### src/rtl/slvt_ram.sv
`default_nettype none
module slvt_ram #(
    parameter int WIDTH = 8,
    parameter int DEPTH = 2
) (
    input  wire logic                     i_clk,
    input  wire logic                     i_we,
    input  wire logic [$clog2(DEPTH)-1:0] i_waddr,
    input  wire logic [WIDTH-1:0]         i_wdata,
    input  wire logic [$clog2(DEPTH)-1:0] i_raddr,
    output logic      [WIDTH-1:0]         o_rdata
);
    logic [WIDTH-1:0] r_mem [DEPTH];
    logic [WIDTH-1:0] r_rdata;

    always_ff @(posedge i_clk) begin
        if (i_we) begin
            r_mem[i_waddr] <= i_wdata;
        end
        r_rdata <= r_mem[i_raddr];
    end

    assign o_rdata = r_rdata;
endmodule
`default_nettype wire

### config.mk
export PLATFORM = sky130hd
export DESIGN_NAME = slvt_ram
export DESIGN_NICKNAME = d
export VERILOG_FILES = /design/src/rtl/slvt_ram.sv
export SDC_FILE = /design/constraint.sdc
export NUM_CORES = 1
export LEC_CHECK = 0
export BUFFER_PORTS_ARGS = -buffer_cell sky130_fd_sc_hd__buf_4
export CAP_MARGIN = 20
export CORE_MARGIN = 2
export CORE_UTILIZATION = 52
export CTS_CLUSTER_DIAMETER = 120
export DETAILED_ROUTE_END_ITERATION = 16
export HOLD_SLACK_MARGIN = 0.12
export PLACE_DENSITY_LB_ADDON = 0.15
export RECOVER_POWER = 25
export SKIP_LAST_GASP = 1
export SYNTH_ARGS = -nofsm -noshare
export SYNTH_HDL_FRONTEND = slang
export SYNTH_SLANG_ARGS = --single-unit
### constraint.sdc
create_clock -name i_clk -period 2.9 [get_ports i_clk]
set_clock_uncertainty 0.05 [all_clocks]
set_input_delay 0.435 -clock i_clk [delete_from_list [all_inputs] [get_ports i_clk]]
set_output_delay 0.435 -clock i_clk [all_outputs]
set_load 0.05 [all_outputs]
# [Word-level counts from Yosys, hierarchy flattened]
# Memories as Yosys holds them, arrays and structs flattened. A register that Yosys moved wholly into a read port is not among the register bits.
# Cells that the tools add are included.
[word_totals] ram_bits=16 out_inout_bits=8 inputBits=12 memories=1 elab_cells=3 register_bits=0
[memory_table] memory="r_mem" words=2 word_bits=8 rd=1 rd_ports_with_merged_regs=1 write_ports=1 line="13" rtl="logic [WIDTH-1:0] r_mem [DEPTH];"
[classes] muxes=2
[op_table] cell="1-bit two-way mux" n=2

# [Longest topological paths before layout]
[depth] ltp_word=2 mapped_depth=2 ltp_nobuf=1

# [Worst setup path before layout]
# No wires, ideal clock.
[synth_path] kind="input to register" start="input port i_we" end="memory r_mem[0][0], enable pin" n_path_buf=0 stages=1 t_arrival_ns=0.855 setup_ns=0.373 required_time_ns=2.477 path_slack_ns=1.622 cell_sequence="nor2b_1"
[synth_via] elab_chain_len=2
[synth_rtl] element="from (decl)" line="7" rtl="input wire logic i_we,"
[synth_rtl] element="1-bit two-way mux" line="17" rtl="if (i_we) begin"
[synth_rtl] element="1-bit two-way mux (implied by the code)" line="18" rtl="r_mem[i_waddr] <= i_wdata;"
[synth_rtl] element="to (decl)" line="13"
# Every way passes these cells.

# [Final worst setup path]
[layout_path] start="register r_rdata[0], in the netlist o_rdata[0] (read register of r_mem)" end="output port o_rdata[0]"
[layout_rtl] element="from (decl)" line="14" rtl="logic [WIDTH-1:0] r_rdata;"
[layout_rtl] element="to (decl)" line="11" rtl="output logic [WIDTH-1:0] o_rdata"
# No word-level cell between the ends.

==> impl_metrics.py <==
metrics = {
    "run_status": {
        "outcome": "finished, final reports clean",
    },
    "clock_network": {
        "clockBufferDepth": 2,
        "path_clk_slew_ns": 0.10,
        "cts_root_buffer": "clkbuf_4",
        "cts_setup_buffers": 0,
        "htree_levels": 1,
        "cts_hold_buf": 0,
        "cts.sinks": 24,
        "numCtsBuffers": 3,
        "cts_tree": "done",
        "cts_resized": 0,
        "clock_latency_ns": 0.29,
    },
    "finish": {
        "final_net_count": 70,
        "finish.instance_area_um2": 958,
        "area_growth_pct": 22.2,
        "fin_util": 0.659,
        "seq_area_um2": 641,
        "multiInputGateArea_um2": 133,
        "diodes": 0,
        "fin_cells": 72,
        "fillers": 102,
        "layout-drive-gt1-share": 0.536,
    },
    "floorplanning": {
        "die_x_um": 42.8,
        "rows": 14,
        "core_um2": 1450,
        "start_util": 0.540,
        "dieArea_um2": 1840,
        "die_y_um": 42.8,
        "io_pins": 20,
    },
    "grt": {
        "grt_pass1_wl_um": 1420,
        "grt_pass1_vias": 353,
        "grt.overflow.total": 0,
        "antenna_found_initial": 0,
        "grtUsageTotal": 0.109,
        "grt_max_degree": 13,
    },
    "detailed_routing": {
        "wl_per_cell_um": 12.3,
        "routed_via_density": 4.90,
        "drc_errors": 0,
        "firstDrtPassIters": 3,
        "postRouteWirelength_um": 889,
        "first_iter_violations": 3,
        "vias": 353,
        "ant_nets": 0,
    },
    "placed_design": {
        "placed_area_um2": 936,
        "dp_cells": 69,
        "numPortBuffers": 19,
        "gp_congestion": 0.634,
        "post-place-ws_ns": 1.34,
    },
    "critical_path": {
        "slowest_stage": "dfxtp_1",
        "cp_data_required_time_ns": 2.41,
        "path_buf_inv": 1,
        "criticalPathCategory": "reg2out",
        "start_kind": "register",
        "critPathTopFamily": "flip-flops",
        "cp_max_fo": 1,
        "path_cells": "buf_4",
        "crit_arrival_ns": 0.80,
        "cp-end-kind": "output pin",
        "cp_slowest_stage_delay_ns": 0.33,
    },
    "timing": {
        "min_period_over_period": 0.443,
        "fin_ws_ns": 1.61,
        "rsz0062_at_grt": "false",
        "setup_viol": 0,
        "fin_setup_tns_ns": 0,
        "worst_slew_pin_slew_ns": 0.711,
        "finalHoldViolCount": 0,
        "timing.hold.ws_ns": 0.277,
        "relSlewSlack": 0.525,
        "drv_slew": 0,
        "period_minus_slack_ns": 1.29,
        "fmax_ghz": 0.778,
    },
    "min_path": {
        "hold_path.class": "in2reg",
    },
    "job": {
        "cap_violations": 0,
    },
    "synth": {
        "yosys_warnings": 0,
        "ys_types": 6,
        "netlist_area_um2": 785,
        "postSynthCellCount": 35,
        "syn_avg_cell_area_um2": 22.4,
        "synth_top_area_frac": 0.612,
        "syn_nets": 47,
        "yosys.area.top_type": "edfxtp_1",
        "yosys_register_bits": 24,
        "yosysSeqAreaShare": 0.817,
        "synth.area.top_cells": "edfxtp_1 61%, dfxtp_1 20%, mux2_4 15%",
    },
    "power_and_ir_drop": {
        "p_leak_nw": 0.392,
        "ir_worst_vdd_mv": 0.381,
        "power.total_mw": 0.613,
        "power_density_nw_per_um2": 640,
    },
}
==> state kept, by name (all words and copies together), names as in the netlist <==
register / flops
r_mem: 16
o_rdata: 8
==> cell usage in the layout, fill, tap and decap left out <==
master	n
clkbuf_4	10
edfxtp_1	16
dfxtp_1	8
mux2_4	8
buf_4	12
and2_1	1
nor2b_1	1
==> path summary, 6_finish.rpt <==
kind,startpoint,to,slack [ns],depth (start not counted)
max,o_rdata[0],o_rdata[0],1.61,1
min reg2reg,r_mem[1][5],o_rdata[5],0.43,1
min,i_wdata[7],r_mem[1][7],0.28,1
max reg2reg,r_mem[0][1],o_rdata[1],2.10,1
==> report_power, final <==
part	total (mW)	switching (mW)	internal [mW]
clock	0.126	0.0779	0.0482
sequential	0.398	0.00625	0.392
combinational	0.0893	0.0522	0.0371
==> layer usage <==
metal	GRT usage	up-vias	share of wire	wire, µm
li1	-	172	-	-
met1	0.105	169	0.36	319
met2	0.209	12	0.59	524
met3	0.0255	0	0.051	45
met4	0.0563	0	0	0
met5	0	-	0	0
==> cell families (layout without fill, tap and decap cells) <==
group                  after synthesis  count (layout)  synth area share
buffers and inverters                1              22            0.0144
flip-flops                          24              24             0.817
multiplexers                         8               8             0.153
AND/OR/NAND/NOR                      2               2            0.0160
==> layout make-up <==
type                            instances  area share
Clock buffer                            3      0.0235
Tap cell                               16      0.0209
Timing Repair Buffer                   19       0.149
Sequential cell                        24       0.668
Multi-Input combinational cell         10       0.138
==> synthesized netlist by cell type <==
cell       n
buf_6      1
and2_1     1
mux2_4     8
dfxtp_1    8
nor2b_1    1
edfxtp_1  16
No activity file was read; power rests on OpenSTA's default activity.
