`src/rtl/slvt_pkg.sv`:
```
`default_nettype none
package slvt_pkg;

    localparam logic [1:0] CMD_GET   = 2'd0;
    localparam logic [1:0] CMD_SET   = 2'd1;
    localparam logic [1:0] CMD_CLEAR = 2'd2;

    localparam logic REG_VERTEX_COUNT = 1'b0;
    localparam logic [10:0] VERTEX_COUNT_RESET = 11'd1024;

    typedef enum logic [2:0] {
        ST_SWEEP,
        ST_IDLE,
        ST_READ,
        ST_LOAD,
        ST_CMP,
        ST_EXEC,
        ST_WB,
        ST_DONE
    } t_state;

    typedef enum logic [1:0] {
        OP_HOLD,
        OP_UPDATE,
        OP_INSERT,
        OP_DELETE
    } t_cell_op;

    typedef struct packed {
        logic     load;
        logic     cmp;
        t_cell_op op;
    } t_cell_ctl;

endpackage
`default_nettype wire

```
`src/rtl/slvt_cell.sv`:
```
`default_nettype none
module slvt_cell #(
    parameter int LW = 16,
    parameter int VW = 16
) (
    input  wire logic               i_clk,
    input  wire slvt_pkg::t_cell_ctl i_ctl,
    input  wire logic [LW-1:0]      i_ld_label,
    input  wire logic [VW-1:0]      i_ld_value,
    input  wire logic               i_valid,
    input  wire logic [LW-1:0]      i_key,
    input  wire logic [VW-1:0]      i_val,
    input  wire logic               i_prev_lt,
    input  wire logic [LW-1:0]      i_left_label,
    input  wire logic [VW-1:0]      i_left_value,
    input  wire logic [LW-1:0]      i_right_label,
    input  wire logic [VW-1:0]      i_right_value,
    output logic      [LW-1:0]      o_label,
    output logic      [VW-1:0]      o_value,
    output logic                    o_lt,
    output logic                    o_eq
);
    logic [LW-1:0] r_label;
    logic [VW-1:0] r_value;
    logic          r_lt;
    logic          r_eq;

    always_ff @(posedge i_clk) begin
        if (i_ctl.load) begin
            r_label <= i_ld_label;
            r_value <= i_ld_value;
        end else begin
            case (i_ctl.op)
                slvt_pkg::OP_UPDATE: begin
                    if (r_eq) begin
                        r_value <= i_val;
                    end
                end
                slvt_pkg::OP_INSERT: begin
                    if (!r_lt) begin
                        if (i_prev_lt) begin
                            r_label <= i_key;
                            r_value <= i_val;
                        end else begin
                            r_label <= i_left_label;
                            r_value <= i_left_value;
                        end
                    end
                end
                slvt_pkg::OP_DELETE: begin
                    if (!r_lt) begin
                        r_label <= i_right_label;
                        r_value <= i_right_value;
                    end
                end
                default: begin
                end
            endcase
        end
        if (i_ctl.cmp) begin
            r_lt <= i_valid && (r_label < i_key);
            r_eq <= i_valid && (r_label == i_key);
        end
    end

    assign o_label = r_label;
    assign o_value = r_value;
    assign o_lt    = r_lt;
    assign o_eq    = r_eq;
endmodule
`default_nettype wire

```
`config.mk`:
```
export PLATFORM = sky130hd
export DESIGN_NAME = slvt_cell
export DESIGN_NICKNAME = d
export VERILOG_FILES = /design/src/rtl/slvt_pkg.sv /design/src/rtl/slvt_cell.sv
export SDC_FILE = /design/constraint.sdc
export NUM_CORES = 1
export LEC_CHECK = 0
export BUFFER_PORTS_ARGS = -buffer_cell sky130_fd_sc_hd__buf_2
export CORE_UTILIZATION = 43
export DETAILED_ROUTE_END_ITERATION = 12
export GPL_TIMING_DRIVEN = 1
export PLACE_DENSITY_LB_ADDON = 0.25
export SETUP_SLACK_MARGIN = 0.02
export SLEW_MARGIN = 30
export SYNTH_ARGS = -nofsm -noshare
export SYNTH_HDL_FRONTEND = slang
export SYNTH_SLANG_ARGS = --single-unit
```
`constraint.sdc`:
```
create_clock -name i_clk -period 2.4 [get_ports i_clk]
set_clock_uncertainty 0.2 [all_clocks]
set_input_delay 0.36 -clock i_clk [delete_from_list [all_inputs] [get_ports i_clk]]
set_output_delay 0.36 -clock i_clk [all_outputs]
set_load 0.1 [all_outputs]
```
Word-level counts from Yosys, hierarchy flattened --
Cells that the tools add are included.
Storage, ports and cells: bits of input ports 135, bits in registers 34, output and inout bits 34, logic and storage cells 29
Cells by class: order comparisons 1, reduce and logical (&&, ||, !) cells 6, muxes and demuxes 11, equality and inequality tests 7
Operators with widths (count):
- $mux 16 | 9
- $pmux 16 s3 | 1
- $pmux 16 s2 | 1
- $eq 16x16->1 | 1
- $lt 16x16->1 | 1
- $ne 3x3->1 const B | 3
- $eq 2x2->1 const B | 2
- $reduce_and 4->1 | 1
- $reduce_bool 4->1 | 1
- $reduce_and 3->1 | 1
- $reduce_bool 3->1 | 1
- $eq 2x1->1 const B | 1
- $logic_and 1x1->1 | 2

Logic depth before layout (Yosys ltp) --
depth in word-level cells 4, mapped depth 6

Least setup slack after synthesis --
No wires, ideal clock.
kind reg-to-reg, start reg r_lt, in the netlist o_lt, end reg r_value[0], in the netlist o_value[0], enable pin, cell stages (with the launch flop) 4, data required time 1.808 ns, path buffers 0, slack -0.066 ns, clock period less this slack 2.466 ns, arrival 1.873 ns, setup time 0.392 ns, path through edfxtp_1 > inv_1 > a21o_1 > o21bai_1
On the way: longest elaborated chain between the ends 2, elaborated cells between the ends (all ways) 3, classes of those cells eq/ne: 2; reduce/logical: 1
Ends and longest elaborated chain:
- start: declaration | line slvt_cell.sv:25 | logic r_lt;
- start signal: assignment | line slvt_cell.sv:61 | r_lt <= i_valid && (r_label < i_key);
- $ne 3x3->1 (no line)
- $reduce_and 4->1 (no line) *
- end signal: assignment | line slvt_cell.sv:31 | r_value <= i_ld_value;
- end signal: assignment | line slvt_cell.sv:36 | r_value <= i_val;
- end signal: assignment | line slvt_cell.sv:43 | r_value <= i_val;
- end: declaration | line slvt_cell.sv:24 | logic [VW-1:0] r_value;
Mark *: on every way between the ends. The rest lies on a longest branch, timed or not. A chain may end at the register's enable or synchronous reset.

Final worst setup path --
start reg r_label[5], in the netlist o_label[5], end reg r_lt, in the netlist o_lt (data pin)
On the way: longest elaborated chain between the ends 2
Ends and longest elaborated chain:
- start: declaration | line slvt_cell.sv:23 | logic [LW-1:0] r_label;
- start signal: assignment | line slvt_cell.sv:30 | r_label <= i_ld_label;
- start signal: assignment | line slvt_cell.sv:42 | r_label <= i_key;
- start signal: assignment | line slvt_cell.sv:45 | r_label <= i_left_label;
- $lt 16x16->1 | line slvt_cell.sv:61
- $logic_and 1x1->1 | line slvt_cell.sv:61
No other way between the ends.

==> results.ini <==
[cells_and_area]
utilization_pct = 62.14
n_antenna_cell = 0
fin_cells = 501
drive_above_1_share_pct = 47.55
nets = 579
syn_to_final_growth_pct = 36.12
seq_area_mm2 = 0.001021
nFillCells = 530
multi_input_area_mm2 = 0.001334

[placement]
place_hpwl_um = 5800
port_buffers = 168
gp_congestion = 0.8115
dp_cells = 493

[detailed_routing]
ant_nets = 0
drt_first_pass_iters = 4
via_count = 2592
finalWirelength_um = 7252
route.detailed.drc = 0
wl_per_cell_um = 14.48
dr.first_iter.drc_count = 120
vias_per_cell = 5.174

[power_and_ir_drop]
p_leak_nw = 1.775
p_per_area_mw_per_mm2 = 594.8
ir_drop_mv = 0.3619

[worst_setup_path]
crit_chain = ha_1 -> a21oi_1 -> o21ai_0 -> a221o_1 -> a211oi_1
crit_family = compound AO/OA/AOI/OAI gates
r2r-end = o_lt
worstPathMaxFanout = 2
crit_start = o_label[5]
ff2ff_path_depth = 5
start_kind = flip-flop
crit_arrival_ps = 1790
path_buf_inv = 0
worstReg2RegStart = o_label[5]
endpoint_kind = flip-flop
cpMaxStageDelayCell = edfxtp_1
worstSetupEndpoint = o_lt
rrSetupSlack_ps = 520
max_stage_delay_ps = 400
worst-setup-path-type = flip-flop to flip-flop
required_ps = 2310
cp_num_cells = 5

[clock_tree]
cts.hold.buffers_added = 0
cts_setup_buffers = 0
cts_max_path_buffers = 2
cts_tree = done
path_clk_slew_ps = 70
cts_buffers = 5
cts.sinks = 34
clk_latency_ps = 280
cts-root-buf = clkbuf_8
htree_levels = 2
postCtsResizedCells = 0

[synth]
synth_area_leaders = edfxtp_1, nand2_1, ha_1
yosysWarningCount = 0
synth_top_area_share_pct = 39.88
syn_inst = 265
ys_seq_elements = 34
ys.flop_type = edfxtp_1
yosys.cell_count.top_type = nand2_1
yosys.area.top_type = edfxtp_1
synth.distinct_cells = 31
synthTopCellsByCount = nand2_1, edfxtp_1, o21ai_1
async_reset_ff_share_pct = 0
yosysSeqAreaShare_pct = 39.88
synthesis.nets = 416
syn_area_mm2 = 0.002560
syn_area_per_cell_um2 = 9.660
synth_edf_count = 34

[floorplanning]
fp.dieW_um = 79.16
io_pins = 169
initial_core_util_pct = 45.65
design.core.area_mm2 = 0.005608
rows = 27
die_height_um = 79.16
dieArea_mm2 = 0.006266

[sta]
slew_headroom_pct = 60.69
tns_ps = 0
hold_viol = 0
period_minus_slack_ps = 1878
maxSlewViolCount = 0
maxClockFrequency_ghz = 0.5326
finalCritPeriodShare_pct = 78.24
rsz0062_at_grt = false
finalSetupViolations = 0
worstMarginPinSlew_ps = 587.4

[global_route]
grt_max_degree = 41
grt_pass1_vias = 2605
grt_antenna_before_repair = 0
track_usage_pct = 24.01
grt_first_pass_wirelength_um = 11670
grt_overflow = 0

[min_path]
min_path_type = input pin to flip-flop
hp-start = i_ctl[2]

[outcome]
status = completed

[run]
cap_violations = 0

==> area by class of cell <==
class | instances | share of cell area [%]
inverters | 19 | 2.118
multi-input cells | 194 | 38.28
clock buffers | 5 | 1.975
well taps | 72 | 2.585
repair buffers | 174 | 25.42
flip-flops and latches | 34 | 29.30
clock inverters | 3 | 0.3232
==> cell families (layout without fill, tap and decap cells) <==
kind of cell / after synthesis / count (layout) / synth area share [%]
buffers and inverters: 37 / 201 / 8.162
flip-flops: 34 / 34 / 39.88
AO/OA/AOI/OAI: 95 / 95 / 26.78
AND/OR/NAND/NOR: 67 / 67 / 11.10
multiplexers: 16 / 16 / 6.256
adder cells (fa/ha/maj): 16 / 16 / 7.820
==> metal layers <==
metal / global-route usage, % / vias up / share of wire (%)
met1: 28.90 / 1176 / 42
met5: 0 / - / 0
met2: 41.90 / 108 / 49
met4: 8.000 / 0 / 1.8
met3: 5.517 / 13 / 7.2
li1: - / 1295 / -
==> per-stage QoR <==
stage	power, W	instance area (um^2)	hold slack, ps	setup slack, ps
after floorplan	0.001462	2564	272.5	22.71
after detailed placement	0.001681	3405	383.0	443.9
after global placement	0.001667	3405	393.6	509.0
after CTS	0.002084	3485	82.15	495.5
final	0.002073	3485	88.31	522.3
after global routing	0.002168	3485	97.80	399.5
==> how the worst min path moves through the flow <==
stage	endpoint	slack [ps]	depth (start not counted)
2_1_floorplan	o_eq	270	0
3_3_place_gp	o_eq	390	1
3_5_place_dp	o_eq	380	1
4_1_cts	o_eq	80	1
5_1_grt	o_eq	100	1
6_report	o_eq	90	1
==> registers in the layout, summed over array words and instances (netlist names) <==
name and count:
o_label 16, o_lt 1, o_eq 1, o_value 16
==> power by group <==
group          total (W)  switching (W)  internal [W]
Clock           0.000408       0.000214      0.000194
Combinational   0.000910       0.000669      0.000240
Sequential      0.000755      0.0000240      0.000731
Total            0.00207       0.000908       0.00116
==> placed cells by master (no fill, tap or decap), types with 7 or more instances in the layout <==
master	Yosys	routed
ha_1	16	16
mux2i_1	16	16
a21oi_1	7	7
edfxtp_1	34	34
o21ai_2	10	10
buf_2	2	168
nand2_1	55	55
inv_1	18	18
a22oi_2	10	10
a22o_1	15	15
o21ai_0	11	11
o21ai_1	30	30
Note: power is estimated with default switching activity, not from simulation.
